### src/sv/t2u_pkg.sv
// shared types, constants and encoding functions of the text to utf-8 transcoder
// no dependencies; imported by every module of the block

package t2u_pkg;

    localparam int unsigned QUEUE_DEPTH = 4;
    localparam logic [15:0] CAP_RESET   = 16'd256;

    localparam logic [7:0] ENC_LATIN1  = 8'd0;
    localparam logic [7:0] ENC_UTF16   = 8'd1;
    localparam logic [7:0] ENC_UTF16BE = 8'd2;
    localparam logic [7:0] ENC_UTF8    = 8'd3;

    localparam logic [7:0]  BOM_FF     = 8'hFF;
    localparam logic [7:0]  BOM_FE     = 8'hFE;
    localparam logic [15:0] SUR_HI_LO  = 16'hD800;
    localparam logic [15:0] SUR_HI_HI  = 16'hDBFF;
    localparam logic [15:0] SUR_LO_LO  = 16'hDC00;
    localparam logic [15:0] SUR_LO_HI  = 16'hDFFF;
    localparam logic [20:0] SUPP_BASE  = 21'h10000;

    localparam int unsigned GRP_BYTES  = 4;
    localparam int unsigned NUM_GRPS   = 3;
    localparam int unsigned JOB_SLOTS  = GRP_BYTES * NUM_GRPS;

    // one utf-8 sequence of up to four bytes, b[0] goes out first
    typedef struct packed {
        logic [GRP_BYTES-1:0][7:0] b;
        logic [2:0]                k;
    } t_grp;

    // work for the back end caused by one request
    typedef struct packed {
        logic [JOB_SLOTS-1:0][7:0] bytes;
        logic [JOB_SLOTS-1:0]      mask;
        logic                      fin;
        logic [15:0]               len;
    } t_job;

    function automatic t_grp enc_cp(input logic [20:0] cp);
        t_grp g;
        g = '0;
        if (cp < 21'h80) begin
            g.b[0] = cp[7:0];
            g.k    = 3'd1;
        end else if (cp < 21'h800) begin
            g.b[0] = {3'b110, cp[10:6]};
            g.b[1] = {2'b10, cp[5:0]};
            g.k    = 3'd2;
        end else if (cp < SUPP_BASE) begin
            g.b[0] = {4'b1110, cp[15:12]};
            g.b[1] = {2'b10, cp[11:6]};
            g.b[2] = {2'b10, cp[5:0]};
            g.k    = 3'd3;
        end else begin
            g.b[0] = {5'b11110, cp[20:18]};
            g.b[1] = {2'b10, cp[17:12]};
            g.b[2] = {2'b10, cp[11:6]};
            g.b[3] = {2'b10, cp[5:0]};
            g.k    = 3'd4;
        end
        return g;
    endfunction

    function automatic logic [2:0] lead_len(input logic [7:0] b);
        logic [2:0] k;
        if (b[7] == 1'b0) begin
            k = 3'd1;
        end else if (b[7:5] == 3'b110) begin
            k = 3'd2;
        end else if (b[7:4] == 4'b1110) begin
            k = 3'd3;
        end else if (b[7:3] == 5'b11110) begin
            k = 3'd4;
        end else begin
            k = 3'd0;
        end
        return k;
    endfunction

    // k bytes plus a terminator still fit in the buffer
    function automatic logic fits(input logic [15:0] wc, input logic [2:0] k,
                                  input logic [15:0] cap);
        return (18'(wc) + 18'(k) + 18'd1) <= 18'(cap);
    endfunction

endpackage

### src/sv/text_to_utf8_transcoder_top.sv
// top level of the text to utf-8 transcoder
// depends on t2u_pkg, t2u_front, t2u_queue, t2u_back

// The front end takes one input byte every cycle while its job queue has room
// and decodes it in that same cycle; the back end sends one result a cycle from
// its output register while the receiver does not stall. An input byte that
// produces n results (at most seven: up to six utf-8 bytes and the terminator)
// holds the back end until all are sent, so the sustained rate is one input per
// cycle for Latin-1 ASCII and about one output byte per cycle otherwise. QDEPTH
// jobs fit between the halves before the input stalls. Capacity is read at each
// decode and may only change while the block is idle; its port is always ready.

module text_to_utf8_transcoder_top #(
    parameter int unsigned QDEPTH = t2u_pkg::QUEUE_DEPTH
) (
    input  logic        i_clk,
    input  logic        i_rst_n,
    input  logic        i_valid,
    output logic        o_stall,
    input  logic [7:0]  i_in_byte,
    input  logic [7:0]  i_text_encoding,
    input  logic        i_first_byte,
    input  logic        i_last_byte,
    input  logic        i_byte_present,
    output logic        o_valid,
    input  logic        i_stall,
    output logic [7:0]  o_out_byte,
    output logic        o_is_final,
    output logic [15:0] o_text_length,
    output logic        o_run_last,
    input  logic        i_cfg_valid,
    output logic        o_cfg_ready,
    input  logic [15:0] i_cfg_data
);
    import t2u_pkg::*;

    logic q_full, q_empty, q_push, q_pop;
    t_job q_in, q_head;

    t2u_front u_front (
        .i_clk           (i_clk),
        .i_rst_n         (i_rst_n),
        .i_valid         (i_valid),
        .o_stall         (o_stall),
        .i_in_byte       (i_in_byte),
        .i_text_encoding (i_text_encoding),
        .i_first_byte    (i_first_byte),
        .i_last_byte     (i_last_byte),
        .i_byte_present  (i_byte_present),
        .i_cfg_valid     (i_cfg_valid),
        .o_cfg_ready     (o_cfg_ready),
        .i_cfg_data      (i_cfg_data),
        .i_q_full        (q_full),
        .o_q_push        (q_push),
        .o_q_job         (q_in)
    );

    t2u_queue #(
        .DEPTH (QDEPTH)
    ) u_queue (
        .i_clk   (i_clk),
        .i_rst_n (i_rst_n),
        .i_push  (q_push),
        .i_job   (q_in),
        .i_pop   (q_pop),
        .o_head  (q_head),
        .o_empty (q_empty),
        .o_full  (q_full)
    );

    t2u_back u_back (
        .i_clk         (i_clk),
        .i_rst_n       (i_rst_n),
        .i_head        (q_head),
        .i_empty       (q_empty),
        .o_pop         (q_pop),
        .o_valid       (o_valid),
        .i_stall       (i_stall),
        .o_out_byte    (o_out_byte),
        .o_is_final    (o_is_final),
        .o_text_length (o_text_length),
        .o_run_last    (o_run_last)
    );

endmodule

### src/sv/t2u_front.sv
// front end: accepts input bytes, tracks per-value decoder state, builds output jobs
// depends on t2u_pkg

module t2u_front (
    input  logic              i_clk,
    input  logic              i_rst_n,
    input  logic              i_valid,
    output logic              o_stall,
    input  logic [7:0]        i_in_byte,
    input  logic [7:0]        i_text_encoding,
    input  logic              i_first_byte,
    input  logic              i_last_byte,
    input  logic              i_byte_present,
    input  logic              i_cfg_valid,
    output logic              o_cfg_ready,
    input  logic [15:0]       i_cfg_data,
    input  logic              i_q_full,
    output logic              o_q_push,
    output t2u_pkg::t_job     o_q_job
);
    import t2u_pkg::*;

    logic [15:0] r_cap;
    logic [15:0] r_wcount, n_wcount;
    logic        r_stopped, n_stopped;
    logic [7:0]  r_held, n_held;
    logic        r_phase, n_phase;
    logic        r_first_pair, n_first_pair;
    logic        r_big, n_big;
    logic [15:0] r_pend, n_pend;
    logic        r_hval, n_hval;
    logic [31:0] r_seq, n_seq;
    logic [2:0]  r_need, n_need;
    logic [2:0]  r_have, n_have;

    logic        accept;
    logic        skip, go, commit;
    logic [15:0] unit;
    logic [20:0] cp_pair;
    logic [2:0]  lk;
    t_grp        cand, g0, g1, g2;
    t_grp [NUM_GRPS-1:0] grps;
    t_job        job;

    assign o_cfg_ready = 1'b1;
    assign o_stall     = i_q_full;
    assign accept      = i_valid && !i_q_full;

    always_comb begin
        n_wcount     = i_first_byte ? '0    : r_wcount;
        n_stopped    = i_first_byte ? 1'b0  : r_stopped;
        n_held       = i_first_byte ? '0    : r_held;
        n_phase      = i_first_byte ? 1'b0  : r_phase;
        n_first_pair = i_first_byte ? 1'b1  : r_first_pair;
        n_big        = i_first_byte ? 1'b0  : r_big;
        n_pend       = i_first_byte ? '0    : r_pend;
        n_hval       = i_first_byte ? 1'b0  : r_hval;
        n_seq        = i_first_byte ? '0    : r_seq;
        n_need       = i_first_byte ? '0    : r_need;
        n_have       = i_first_byte ? '0    : r_have;
        g0      = '0;
        g1      = '0;
        g2      = '0;
        cand    = '0;
        skip    = 1'b0;
        go      = 1'b0;
        commit  = 1'b0;
        unit    = '0;
        cp_pair = '0;
        lk      = lead_len(i_in_byte);

        if (i_byte_present && !n_stopped) begin
            case (i_text_encoding)
                ENC_LATIN1: begin
                    if (i_in_byte == 8'd0) begin
                        n_stopped = 1'b1;
                    end else begin
                        cand = enc_cp({13'd0, i_in_byte});
                        if (fits(n_wcount, cand.k, r_cap)) begin
                            g0       = cand;
                            n_wcount = n_wcount + 16'(cand.k);
                        end else begin
                            n_stopped = 1'b1;
                        end
                    end
                end
                ENC_UTF16, ENC_UTF16BE: begin
                    if (!n_phase) begin
                        n_held  = i_in_byte;
                        n_phase = 1'b1;
                    end else begin
                        n_phase = 1'b0;
                        if (n_first_pair) begin
                            n_first_pair = 1'b0;
                            if (i_text_encoding != ENC_UTF16BE) begin
                                if (n_held == BOM_FF && i_in_byte == BOM_FE) begin
                                    n_big = 1'b0;
                                    skip  = 1'b1;
                                end else if (n_held == BOM_FE && i_in_byte == BOM_FF) begin
                                    n_big = 1'b1;
                                    skip  = 1'b1;
                                end else begin
                                    n_big = 1'b0;
                                end
                            end
                        end
                        if (!skip) begin
                            unit = (i_text_encoding == ENC_UTF16BE || n_big) ?
                                   {n_held, i_in_byte} : {i_in_byte, n_held};
                            go = 1'b1;
                            if (n_hval) begin
                                n_hval = 1'b0;
                                if (unit inside {[SUR_LO_LO:SUR_LO_HI]}) begin
                                    go      = 1'b0;
                                    cp_pair = SUPP_BASE + {1'b0, n_pend[9:0], 10'd0}
                                              + {11'd0, unit[9:0]};
                                    cand    = enc_cp(cp_pair);
                                    if (fits(n_wcount, cand.k, r_cap)) begin
                                        g0       = cand;
                                        n_wcount = n_wcount + 16'(cand.k);
                                    end else begin
                                        n_stopped = 1'b1;
                                    end
                                end else begin
                                    cand = enc_cp({5'd0, n_pend});
                                    if (fits(n_wcount, cand.k, r_cap)) begin
                                        g0       = cand;
                                        n_wcount = n_wcount + 16'(cand.k);
                                    end else begin
                                        n_stopped = 1'b1;
                                        go        = 1'b0;
                                    end
                                end
                            end
                            if (go) begin
                                if (unit == 16'd0) begin
                                    n_stopped = 1'b1;
                                end else if (unit inside {[SUR_HI_LO:SUR_HI_HI]}) begin
                                    n_pend = unit;
                                    n_hval = 1'b1;
                                end else begin
                                    cand = enc_cp({5'd0, unit});
                                    if (fits(n_wcount, cand.k, r_cap)) begin
                                        g1       = cand;
                                        n_wcount = n_wcount + 16'(cand.k);
                                    end else begin
                                        n_stopped = 1'b1;
                                    end
                                end
                            end
                        end
                    end
                end
                ENC_UTF8: begin
                    if (n_need == 3'd0) begin
                        if (i_in_byte == 8'd0 || lk == 3'd0) begin
                            n_stopped = 1'b1;
                        end else begin
                            n_seq  = {24'd0, i_in_byte};
                            n_need = lk;
                            n_have = 3'd1;
                            commit = (n_have >= n_need);
                        end
                    end else begin
                        if (n_have < 3'd4) begin
                            n_seq[{n_have[1:0], 3'b000} +: 8] = i_in_byte;
                        end
                        n_have = n_have + 3'd1;
                        commit = (n_have >= n_need);
                    end
                    if (commit) begin
                        cand.b = n_seq;
                        cand.k = n_need;
                        if (fits(n_wcount, cand.k, r_cap)) begin
                            g0       = cand;
                            n_wcount = n_wcount + 16'(cand.k);
                        end else begin
                            n_stopped = 1'b1;
                        end
                        n_need = '0;
                        n_have = '0;
                        n_seq  = '0;
                    end
                end
                default: begin
                end
            endcase
        end

        if (i_last_byte && !n_stopped && n_hval) begin
            n_hval = 1'b0;
            cand   = enc_cp({5'd0, n_pend});
            if (fits(n_wcount, cand.k, r_cap)) begin
                g2       = cand;
                n_wcount = n_wcount + 16'(cand.k);
            end else begin
                n_stopped = 1'b1;
            end
        end

        grps = {g2, g1, g0};
        job  = '0;
        for (int g = 0; g < NUM_GRPS; g++) begin
            for (int j = 0; j < GRP_BYTES; j++) begin
                job.bytes[g*GRP_BYTES + j] = grps[g].b[j];
                job.mask[g*GRP_BYTES + j]  = (3'(j) < grps[g].k);
            end
        end
        job.fin = i_last_byte;
        job.len = i_last_byte ? n_wcount : '0;

        if (i_last_byte) begin
            n_wcount     = '0;
            n_stopped    = 1'b0;
            n_held       = '0;
            n_phase      = 1'b0;
            n_first_pair = 1'b1;
            n_big        = 1'b0;
            n_pend       = '0;
            n_hval       = 1'b0;
            n_seq        = '0;
            n_need       = '0;
            n_have       = '0;
        end
    end

    assign o_q_job  = job;
    assign o_q_push = accept && (job.fin || (|job.mask));

    always_ff @(posedge i_clk) begin
        if (!i_rst_n) begin
            r_cap <= CAP_RESET;
        end else if (i_cfg_valid) begin
            r_cap <= i_cfg_data;
        end
    end

    always_ff @(posedge i_clk) begin
        if (!i_rst_n) begin
            r_wcount     <= '0;
            r_stopped    <= 1'b0;
            r_held       <= '0;
            r_phase      <= 1'b0;
            r_first_pair <= 1'b1;
            r_big        <= 1'b0;
            r_pend       <= '0;
            r_hval       <= 1'b0;
            r_seq        <= '0;
            r_need       <= '0;
            r_have       <= '0;
        end else if (accept) begin
            r_wcount     <= n_wcount;
            r_stopped    <= n_stopped;
            r_held       <= n_held;
            r_phase      <= n_phase;
            r_first_pair <= n_first_pair;
            r_big        <= n_big;
            r_pend       <= n_pend;
            r_hval       <= n_hval;
            r_seq        <= n_seq;
            r_need       <= n_need;
            r_have       <= n_have;
        end
    end

endmodule

### src/sv/t2u_queue.sv
// job queue between front and back end, register based, one push and one pop a cycle
// depends on t2u_pkg

module t2u_queue #(
    parameter int unsigned DEPTH = t2u_pkg::QUEUE_DEPTH
) (
    input  logic          i_clk,
    input  logic          i_rst_n,
    input  logic          i_push,
    input  t2u_pkg::t_job i_job,
    input  logic          i_pop,
    output t2u_pkg::t_job o_head,
    output logic          o_empty,
    output logic          o_full
);
    import t2u_pkg::*;

    localparam int unsigned PW = (DEPTH > 1) ? $clog2(DEPTH) : 1;
    localparam int unsigned CW = $clog2(DEPTH + 1);

    t_job          r_mem [DEPTH];
    logic [PW-1:0] r_wp, n_wp;
    logic [PW-1:0] r_rp, n_rp;
    logic [CW-1:0] r_cnt, n_cnt;
    logic          do_push, do_pop;

    assign o_empty = (r_cnt == '0);
    assign o_full  = (r_cnt == CW'(DEPTH));
    assign o_head  = r_mem[r_rp];
    assign do_push = i_push && !o_full;
    assign do_pop  = i_pop && !o_empty;

    always_comb begin
        n_wp  = r_wp;
        n_rp  = r_rp;
        n_cnt = r_cnt;
        if (do_push) begin
            n_wp = (r_wp == PW'(DEPTH - 1)) ? '0 : r_wp + PW'(1);
        end
        if (do_pop) begin
            n_rp = (r_rp == PW'(DEPTH - 1)) ? '0 : r_rp + PW'(1);
        end
        if (do_push && !do_pop) begin
            n_cnt = r_cnt + CW'(1);
        end else if (do_pop && !do_push) begin
            n_cnt = r_cnt - CW'(1);
        end
    end

    always_ff @(posedge i_clk) begin
        if (!i_rst_n) begin
            r_wp  <= '0;
            r_rp  <= '0;
            r_cnt <= '0;
        end else begin
            r_wp  <= n_wp;
            r_rp  <= n_rp;
            r_cnt <= n_cnt;
        end
    end

    always_ff @(posedge i_clk) begin
        if (do_push) begin
            r_mem[r_wp] <= i_job;
        end
    end

endmodule

### src/sv/t2u_back.sv
// back end: walks each queued job and sends one output byte or terminator a cycle unless stalled
// depends on t2u_pkg; takes jobs from t2u_queue

module t2u_back (
    input  logic          i_clk,
    input  logic          i_rst_n,
    input  t2u_pkg::t_job i_head,
    input  logic          i_empty,
    output logic          o_pop,
    output logic          o_valid,
    input  logic          i_stall,
    output logic [7:0]    o_out_byte,
    output logic          o_is_final,
    output logic [15:0]   o_text_length,
    output logic          o_run_last
);
    import t2u_pkg::*;

    localparam int unsigned SW = $clog2(JOB_SLOTS);

    t_job        r_job, n_job;
    logic        r_ov;
    logic [7:0]  r_ob, n_ob;
    logic        r_of, n_of;
    logic [15:0] r_ol, n_ol;
    logic        r_orl, n_orl;

    t_job        src;
    logic        act, take, have_src, produce;
    logic [SW-1:0] sel;

    assign act      = r_job.fin || (|r_job.mask);
    assign src      = act ? r_job : i_head;
    assign take     = !r_ov || !i_stall;
    assign have_src = act || !i_empty;
    assign produce  = take && have_src;
    assign o_pop    = produce && !act;

    always_comb begin
        sel = '0;
        for (int i = JOB_SLOTS - 1; i >= 0; i--) begin
            if (src.mask[i]) begin
                sel = SW'(i);
            end
        end
        n_job = src;
        n_ob  = '0;
        n_of  = 1'b0;
        n_ol  = '0;
        n_orl = 1'b0;
        if (|src.mask) begin
            n_job.mask[sel] = 1'b0;
            n_ob  = src.bytes[sel];
            n_orl = !(|n_job.mask) && !src.fin;
        end else begin
            n_job.fin = 1'b0;
            n_of      = 1'b1;
            n_ol      = src.len;
            n_orl     = 1'b1;
        end
    end

    always_ff @(posedge i_clk) begin
        if (!i_rst_n) begin
            r_job.mask <= '0;
            r_job.fin  <= 1'b0;
            r_ov       <= 1'b0;
        end else begin
            if (produce) begin
                r_job <= n_job;
            end
            if (take) begin
                r_ov <= have_src;
            end
        end
    end

    always_ff @(posedge i_clk) begin
        if (produce) begin
            r_ob  <= n_ob;
            r_of  <= n_of;
            r_ol  <= n_ol;
            r_orl <= n_orl;
        end
    end

    assign o_valid       = r_ov;
    assign o_out_byte    = r_ob;
    assign o_is_final    = r_of;
    assign o_text_length = r_ol;
    assign o_run_last    = r_orl;

endmodule

### config.mk
export PLATFORM = sky130hd
export DESIGN_NAME = text_to_utf8_transcoder_top
export DESIGN_NICKNAME = d
export VERILOG_FILES = /design/src/sv/t2u_pkg.sv /design/src/sv/text_to_utf8_transcoder_top.sv /design/src/sv/t2u_front.sv /design/src/sv/t2u_queue.sv /design/src/sv/t2u_back.sv
export SDC_FILE = /design/constraint.sdc
export NUM_CORES = 2
export LEC_CHECK = 0
export BUFFER_PORTS_ARGS = -buffer_cell sky130_fd_sc_hd__buf_2
export CAP_MARGIN = 20
export CORE_ASPECT_RATIO = 1.5
export CORE_MARGIN = 2
export CORE_UTILIZATION = 45
export CTS_BUF_LIST = sky130_fd_sc_hd__clkbuf_8 sky130_fd_sc_hd__clkbuf_16
export CTS_CLUSTER_SIZE = 12
export DETAILED_ROUTE_END_ITERATION = 7
export GPL_TIMING_DRIVEN = 0
export HOLD_SLACK_MARGIN = 0.03
export PLACE_DENSITY = 0.63
export SYNTH_ARGS = -nofsm -noshare
export SYNTH_HDL_FRONTEND = slang
export SYNTH_HIERARCHICAL = 1
export SYNTH_SLANG_ARGS = --single-unit
### constraint.sdc
create_clock -name i_clk -period 40.7 [get_ports i_clk]
set_input_delay 8.14 -clock i_clk [delete_from_list [all_inputs] [get_ports i_clk]]
set_output_delay 8.14 -clock i_clk [all_outputs]
set_load 0.01 [all_outputs]
==> flow_summary_export.csv <==
group,metric,value,unit
detailed_routing,detail-route-antenna-nets,0,
critical_path,path_delay_family,"compound AO/OA/AOI/OAI gates",
cells_and_area,final_layout_size_suffix_gt1_frac,0.122,
logic_synthesis,synth_area_leaders,"edfxtp_1 (47%), mux4_2 (6.9%), dfxtp_1 (6.0%), nand2_1 (5.2%), ha_1 (4.0%)",
logic_synthesis,syn_avg_cell_area,11.4,um2
logic_synthesis,synth_seq_area_share,0.528,
critical_path,crit_type,"input pin to flop",
global_route,overflow,0,
cts,postCtsSetupRepairBufs,0,
hold_path,hp-class,"flop to flop",
power_and_ir_drop,vdd_drop_max,68.0,uV
cells_and_area,fillers,8108,
global_route,grt_first_pass_wirelength,204000,um
logic_synthesis,yosysWarnings,6,
floorplan,io_pins,69,
place,dp_hpwl,105000,um
logic_synthesis,synth_area_leader_cell,"edfxtp_1",
global_route,grt_pass1_vias,30700,
timing,min_period,27250,ps
logic_synthesis,ys_async_sr_fraction,0,
cells_and_area,multi_input_area,17900,um2
cells_and_area,syn_to_final_growth,11.2,%
timing,fin_crit_sh,0.669,
floorplan,core_area,90200,um2
detailed_routing,drcViolationCount,0,
run,maxCapViolCount,0,
global_route,grt_use_total,0.299,
power_and_ir_drop,p_leak,16.2,nW
timing,hold_violations,0,
logic_synthesis,synthCells,3599,
cts,htree_levels,3,
detailed_routing,drtIter0Drc,2832,
floorplan,dieArea,93300,um2
detailed_routing,vias,30800,
floorplan,rows,135,
cells_and_area,nNetsFinal,3969,
critical_path,cp_data_arrival_time,27700,ps
timing,fmax,36.7,MHz
detailed_routing,avgViaCountPerCell,6.15,
timing,skew,60.6,ps
logic_synthesis,synth-edff-count,638,
timing,slew_violations,0,
place,gp_congestion,1.02,
timing,rsz0062_at_grt,"false",
logic_synthesis,post-synth-top-area-fraction,0.469,
power_and_ir_drop,p_per_area,62.2,nW/um2
place,io_buffers,62,
logic_synthesis,synth-seq-cells,760,
logic_synthesis,synth_top_flop_cell,"edfxtp_1",
cts,clk_pin_slew_worst_paths,60,ps
cells_and_area,final_common_cell,"edfxtp_1",
critical_path,cp_num_buf_inv,8,
cts,cts_made_buffers,77,
logic_synthesis,synth_area,40900,um2
cells_and_area,mostFrequentLayoutCells,"edfxtp_1 (638), nand2_1 (569), nor2_1 (259), a21oi_1 (176), ha_1 (132)",
detailed_routing,wl_per_cell,28.2,um
critical_path,critPathCaptureType,"flop",
cells_and_area,final_util,0.504,
global_route,grt_max_degree,58,
critical_path,cpMaxStageDelayCell,"a2111oi_0",
global_route,antenna_found_initial,3,
critical_path,worst_setup_path_start_kind,"input pin",
cts,cts_resized,0,
floorplan,fp.dieW,250,um
detailed_routing,firstDrtPassIters,6,
critical_path,max_stage_delay,820,ps
cts,clock_latency,680,ps
cts,cts_hold_buf,0,
power_and_ir_drop,total_power,2.83,mW
cts,cts_root_buffer,"clkbuf_16",
timing,tns,0,ps
cts,cts_tree,"done",
timing,worstMarginPinSlew,1200,ps
timing,finalSetupViolCount,0,
detailed_routing,drt_wl_total,141000,um
critical_path,crit_path_max_fanout,10,
timing,relSlewSlack,0.198,
critical_path,crit_required,41160,ps
cts,cts.sink_count,760,
cts,cts.path.max_buffers,3,
status,status,"completed",
cells_and_area,regArea,21600,um2
place,place_inst,4866,
cells_and_area,fin_cells,5004,
floorplan,initial_core_util,0.453,
floorplan,die_h,373,um
logic_synthesis,ys_types,117,
==> layout make-up <==
cell class              count  area share
clock inverters            56     0.00880
diodes                      1   0.0000550
inverters                  90     0.00743
well taps                1164      0.0320
repair buffers             85      0.0151
plain buffers             229      0.0244
clock buffers              78      0.0427
multi-input cells        2541       0.394
flip-flops and latches    760       0.475
==> synthesized netlist by cell type, types with 12 or more instances <==
master	n
inv_1	86
nand4b_1	13
a22oi_1	98
a221oi_1	30
a32oi_1	16
buf_1	20
o21ai_0	117
buf_6	13
nand2b_1	30
a21oi_1	176
or3_1	23
nand2_1	569
mux2i_1	40
ha_1	132
mux4_2	125
nand3_1	72
clkbuf_1	130
edfxtp_1	638
a21o_1	21
buf_2	37
a32o_1	13
and3_1	34
o22ai_1	22
nor3_1	54
nand4_1	37
nor4_1	24
and2_1	30
o211ai_1	33
o21a_1	23
xnor2_1	84
a21boi_0	12
buf_4	28
dfxtp_1	122
xor2_1	22
nor2_1	260
a31oi_1	17
or2_2	14
nor2b_1	123
a211oi_1	12
fa_1	13
o21ai_1	18
==> logic make-up (layout without fill, tap and decap cells) <==
logic type | count (synthesis) | after routing | synth area share
adder cells (fa/ha/maj) | 146 | 146 | 0.0470
multiplexers | 184 | 184 | 0.0839
AO/OA/AOI/OAI | 742 | 742 | 0.126
flip-flops | 760 | 760 | 0.528
AND/OR/NAND/NOR | 1339 | 1339 | 0.156
other | 2 | 24 | 0.000184
buffers and inverters | 319 | 538 | 0.0354
XOR/XNOR | 107 | 107 | 0.0231
==> stage by stage <==
| step | hold WS [ps] | instance area [um2] | setup slack [ps] |
|---|---|---|---|
| floorplan | 438 | 41000 | 19330 |
| global placement | 489 | 42700 | 12110 |
| detailed placement | 490 | 43100 | 13270 |
| CTS | 502 | 45500 | 13970 |
| global route | 523 | 45500 | 12810 |
| finish | 508 | 45500 | 13450 |
==> path summary, 6_finish.rpt <==
path | from | to | slack (ps) | cells past startpoint
hold reg to reg | u_queue/r_wp[1] | u_queue/r_wp[1] | 510 | 2
setup / recovery | i_first_byte | u_queue/r_mem[2][5] | 13450 | 60
setup reg to reg | u_front/r_pend[6] | u_queue/r_mem[2][5] | 23080 | 57
hold / removal | u_queue/r_wp[1] | u_queue/r_wp[1] | 510 | 2
==> power by group <==
part	internal [mW]	total, mW	leakage [nW]	switching (mW)
clock	0.357	0.668	1.28	0.311
sequential	1.02	1.05	7.31	0.0298
combinational	0.319	1.11	7.64	0.794
==> state kept, by name, summed over array words and instances (netlist names), 3 cells and up, named ones only <==
register / count
u_front/r_held: 8
u_front/r_pend: 16
u_back/o_text_length: 16
u_front/r_wcount: 16
u_front/r_cap: 16
u_front/r_seq: 32
u_back/r_job: 125
u_back/o_out_byte: 8
u_queue/r_cnt: 3
u_front/r_need: 3
u_front/r_have: 3
u_queue/r_mem: 500
==> per-layer routing <==
layer,track usage,part of all wire,vias up,wire [um]
li1,-,-,13900,-
met1,0.323,0.35,15100,49400
met2,0.519,0.50,1313,70000
met3,0.0464,0.059,476,8260
met4,0.242,0.095,6,13400
met5,0,0.00022,-,31
==> worst reg2reg max path: cells and delay by family (launching register included) <==
kind            cells  cell delay (ps)
flops               1              430
simple gates       16             5120
compound gates     24             7270
xor+xnor            3              560
buf+inv             3              520
fa+ha+maj           8             2650
mux                 3              830
No activity file was read; power rests on OpenSTA's default activity.
